## src/hw/rtl/sos_pkg.sv

```systemverilog
`default_nettype none

package sos_pkg;

	localparam int MAX_PATTERN_DEF = 64;
	localparam int INDEX_BITS_DEF  = 32;
	localparam int SYMBOL_W        = 8;
	localparam int MATCH_START_W   = 32;

	localparam logic CMD_PATTERN = 1'b0;
	localparam logic CMD_TEXT    = 1'b1;

	typedef struct packed {
		logic                cmd;
		logic [SYMBOL_W-1:0] symbol;
		logic                first;
	} item_t;

	typedef struct packed {
		logic [MATCH_START_W-1:0] match_start;
	} result_t;

	// write request into the pattern store
	typedef struct packed {
		logic                en;
		logic [SYMBOL_W-1:0] symbol;
	} pat_wr_t;

endpackage

`default_nettype wire

```

## src/hw/rtl/sos_pat_store.sv

```systemverilog
`default_nettype none

module sos_pat_store import sos_pkg::*; #(
	parameter int MAX_PATTERN = MAX_PATTERN_DEF,
	parameter int AW          = 6
) (
	input  wire logic                   clk,
	input  wire pat_wr_t                wr,
	input  wire logic [AW-1:0]          wr_addr,
	input  wire logic [SYMBOL_W-1:0]    symbol,
	output logic      [MAX_PATTERN-1:0] miss_mask
);

	logic [SYMBOL_W-1:0] bytes_q [MAX_PATTERN];

	// one byte lane per entry, written by address decode
	always_ff @(posedge clk) begin
		for (int i = 0; i < MAX_PATTERN; i++) begin
			if (wr.en && wr_addr == AW'(i)) begin
				bytes_q[i] <= wr.symbol;
			end
		end
	end

	// bit clear where the stored byte equals the text byte
	always_comb begin
		for (int i = 0; i < MAX_PATTERN; i++) begin
			miss_mask[i] = (bytes_q[i] != symbol);
		end
	end

endmodule

`default_nettype wire

```

## config.mk

```make
export PLATFORM = sky130hd
export DESIGN_NAME = sos_pat_store
export DESIGN_NICKNAME = d
export VERILOG_FILES = /design/src/hw/rtl/sos_pkg.sv /design/src/hw/rtl/sos_pat_store.sv
export SDC_FILE = /design/constraint.sdc
export NUM_CORES = 1
export LEC_CHECK = 0
export ABC_AREA = 1
export BUFFER_PORTS_ARGS = -buffer_cell sky130_fd_sc_hd__buf_4
export CAP_MARGIN = 20
export CORE_UTILIZATION = 40
export CTS_BUF_LIST = sky130_fd_sc_hd__clkbuf_8
export CTS_CLUSTER_DIAMETER = 40
export DETAILED_ROUTE_END_ITERATION = 16
export GPL_TIMING_DRIVEN = 0
export PLACE_DENSITY_LB_ADDON = 0.25
export SYNTH_ARGS = -nofsm -noshare
export SYNTH_HDL_FRONTEND = slang
export SYNTH_SLANG_ARGS = --single-unit
```

## constraint.sdc

```tcl
create_clock -name clk -period 1.44 [get_ports clk]
set_input_delay 0.144 -clock clk [delete_from_list [all_inputs] [get_ports clk]]
set_output_delay 0.144 -clock clk [all_outputs]
set_load 0.03 [all_outputs]
```

# [Word level (Yosys, flattened, before mapping)]
# Memories as Yosys holds them, arrays and structs flattened.
# Index checks and enable logic that the tools add are counted.
[totals] reg_bits=0 ramBits=512 memories=1
[mem_list] memory="bytes_q" depth=64 width=8 read_ports=64 rd_ports_with_merged_regs=0 write_ports=1 line="sos_pat_store.sv:14" rtl="logic [SYMBOL_W-1:0] bytes_q [MAX_PATTERN];"
[classes] n_eq_ne=127 mux=317 n_reduce_logical=128
[op_table] op="$ne 8x8->1" count=64
[op_table] op="$mux 8" count=63
[op_table] op="$reduce_or 8->1" count=63
[op_table] op="$mux 6" count=63
[op_table] op="$eq 6x6->1 const B" count=32
[op_table] op="$mux 1" count=191
[op_table] op="$eq 6x5->1 const B" count=16
[op_table] op="$logic_and 1x1->1" count=64
[op_table] op="$eq 6x4->1 const B" count=8
[op_table] op="$eq 6x3->1 const B" count=4
[op_table] op="$eq 6x2->1 const B" count=2
[op_table] op="$eq 6x1->1 const B" count=1
[op_table] op="$logic_not 6->1" count=1

# [Logic depth before layout (Yosys ltp)]
[depth] word_depth=68 mapped_depth=7 depth_no_buf=6

# [Worst setup path after synthesis]
# Ideal clock, no wire load.
[synth_timing] kind="in2reg" start="input wr_addr[4]" end="memory bytes_q[12][4] (netlist: bytes_q[0][100]) (enable)" arrival_time_ps=982 t_required_ps=1070 slack_ps=88 path_stages=3 cell_sequence="nand3b_1 buf_2 nor2_1"
[synth_between] elab_chain_len=68
[synth_lines] item="from (decl)" line="sos_pat_store.sv:9" rtl="input wire logic [AW-1:0] wr_addr,"
[synth_lines] item="$eq 6x1->1" line="sos_pat_store.sv:19" rtl="if (wr.en && wr_addr == AW'(i)) begin"
[synth_lines] item="$logic_and 1x1->1" line="sos_pat_store.sv:19"
[synth_lines] item="$mux 1" line="sos_pat_store.sv:19"
[synth_lines] item="$mux 1 (implied by the code)" line="sos_pat_store.sv:20" rtl="bytes_q[i] <= wr.symbol;"
[synth_lines] item="$reduce_or 8->1 (no line)"
[synth_lines] item="$mux 6 (no line) / $mux 1 (equally long branches) (63 in a row)"
[synth_lines] item="to (decl)" line="sos_pat_store.sv:14"
# Parallel ways exist; a longest one is shown, timed or not.

==> results.toml <==
[status]
status = "finished with violations"
violations = "negative setup slack"

[placement]
gp_congestion = 0.753
place_hpwl_um = 34000
numPortBuffers = 82
place_area_mm2 = 0.0254
dp.cells = 3085

[synth]
syn_inst = 2230
syn_area_mm2 = 0.0238
synth-warning-count = 0
synth_seq_cells = 512
ys_top_cells_by_area = "edfxtp_1, nand2_1, xnor2_1, inv_1, nor2_1"
synth_cell_types = 11
yosysMostFrequentCell = "nand2_1"
synth_top_area_frac = 0.646
synth_fp_nets = 2254
ys.flop_type = "edfxtp_1"
synth_edf_count = 512
yosysSeqAreaShare = 0.646
syn_avg_cell_area_um2 = 10.7
ys_async_sr_fraction = 0
synthTopCellsByCount = "nand2_1, edfxtp_1, xnor2_1"
yosysTopAreaCell = "edfxtp_1"

[sta]
finalSetupViolations = 64
final-max-slew-violation-count = 0
layout_setup_ws_ns = -0.431
timing.final.crit_share = 1.30
layout_min_cycle_time_ns = 1.87
rsz0062_at_grt = "yes"
worstMarginPinSlew_ns = 1.03
fmax_mhz = 534
finalHoldViolCount = 0
holdWs_ns = 0.143
max_slew_margin = 0.314

[setup_path]
crit_cells = 7
critPathTopFamily = "flip-flops"
crit_start = "bytes_q[0][4]"
path_class = "flip-flop to output pin"
cp.required_ns = 1.30
crit_fanout = 2
worstSetupEndpoint = "miss_mask[0]"
max_stage_delay_ns = 0.39
crit_chain = "buf_4 > nand2_1 > nand2_1 > nand2_1 > nor2_1 > nand2_1 > buf_6"
crit_top_cell = "nand2_1"
startpoint_type = "flip-flop"
crit_arrival_ns = 1.73
path_buf_inv = 2
end_kind = "output pin"
slowest_stage = "edfxtp_1"

[global_routing]
grt_pass1_wl_um = 89900
grtUsageTotal = 0.202
grt_pass1_vias = 15282
grt_overflow = 0
grt_start_max_net_pins = 65
antenna_found_initial = 0

[floorplanning]
num_io_pins = 88
die_area_mm2 = 0.0605
std_cell_rows = 89
start_util = 0.404
die-height_um = 246
coreArea_mm2 = 0.0589
die_w_um = 246

[power]
clockPowerShare = 0.436
p_switching_w = 0.00783
peakVddDrop_v = 0.000650
p_per_area_mw_per_mm2 = 1190
p_leak_nw = 10.9
switching_share = 0.235
power_frac_comb = 0.067
pwr-share-seq = 0.498
p_int_w = 0.0254

[finish]
areaGrowthSynthToFinish_pct = 17.6
top_regs = "bytes_q (512)"
largest_reg_flops = 512
nets = 2444
fin_util = 0.475
drive_gt1_frac = 0.168
insertedDiodeCount = 0
regMostFlops = "bytes_q"
fin_area_mm2 = 0.0280
instances_no_fill = 3271

[cts]
cts_root_buffer = "clkbuf_8"
cts_tree = "built"
cts.clk_slew.worst_paths_ns = 0.06
hold_buffers = 0
numCtsBuffers = 96
cts_sinks = 512
max-clock-path-buffers = 3
h-tree-depth = 3

[min_path]
holdPathStages = 1
hp-class = "primary input to flip-flop"

[job]
maxCapViolCount = 0

[detailed_routing]
drt-wirelength-per-cell_um = 18.2
ant_nets = 0
wl_um = 59600
via_count = 15199
via_per_inst = 4.65
drtIter0Drc = 1108
drcViolationCount = 0
drtPass1Iterations = 5
cell usage in the layout (no fill, tap or decap), types with 5 or more instances in the layout:
master,n
nor2_2,69
inv_1,227
buf_6,100
clkbuf_8,98
clkinv_1,14
buf_4,48
clkinv_2,16
buf_2,22
edfxtp_1,512
nand2_2,35
xnor2_1,314
clkinvlp_4,5
nand2_1,880
nor2_1,128
bufinv_16,10
xnor2_2,6
layout make-up:
class                      instances  area (um^2)
sequential                       512        15400
timing repair buffer              92          931
multi-input combinational       1437         7320
clock buffer                      98         1350
clock inverter                    78          627
fill                            5300        30900
tap                              773          967
inverter                         203          762
buffer                            78          666
power groups by stage:
stage	clock, W	sequential [W]	combinational (W)
2_1_floorplan	0	0.0169	0.00133
3_3_place_gp	0	0.0169	0.00213
6_report	0.0145	0.0166	0.00222
5_1_grt	0.0155	0.0166	0.00244
4_1_cts	0.0148	0.0166	0.00220
3_5_place_dp	0	0.0169	0.00217
worst min-delay path by stage:
stage | to | slack (ns) | startpoint
6_report | bytes_q[1][165] | 0.14 | wr[5]
3_5_place_dp | miss_mask[7] | 0.79 | bytes_q[0][59]
3_3_place_gp | miss_mask[8] | 0.80 | bytes_q[0][67]
5_1_grt | bytes_q[1][165] | 0.15 | wr[5]
4_1_cts | bytes_q[1][172] | 0.11 | wr[4]
2_1_floorplan | bytes_q[0][0] | 0.24 | wr[0]
kinds of logic (layout without fill, tap and decap cells):
group                     count (synthesis)  in the layout  share of synthesized area
DFF                                     512            512                      0.646
xor gates and xnor gates                320            320                      0.118
buffers and inverters                   281            549                     0.0600
and+or+nand+nor                        1117           1117                      0.176
per-stage QoR:
step                      setup TNS, ns  power, W  worst slack (ns)
after global placement          -255.23    0.0190            -0.730
after global routing             -29.36    0.0345            -0.551
after CTS                        -25.55    0.0336            -0.490
final                            -21.21    0.0333            -0.431
after floorplan                       0    0.0182            0.0877
after detailed placement        -275.23    0.0190            -0.775
routing by layer:
layer	global-route usage	up-vias	routed length, um
met4	0.0711	0	1430
li1	-	7409	-
met1	0.254	7228	25200
met5	0	-	0
met3	0.0406	93	4000
met2	0.342	469	29000
timing repair:
| action | in CTS | in global routing |
|---|---|---|
| setup endpoints to repair | 96 | 197 |
| gates resized for setup | 105 | 73 |
| buffers inserted | 2 | 8 |
| pin swaps | 110 | 79 |
| endpoints found under the hold margin | 0 | 0 |
Note: power is estimated with default switching activity, not from simulation.
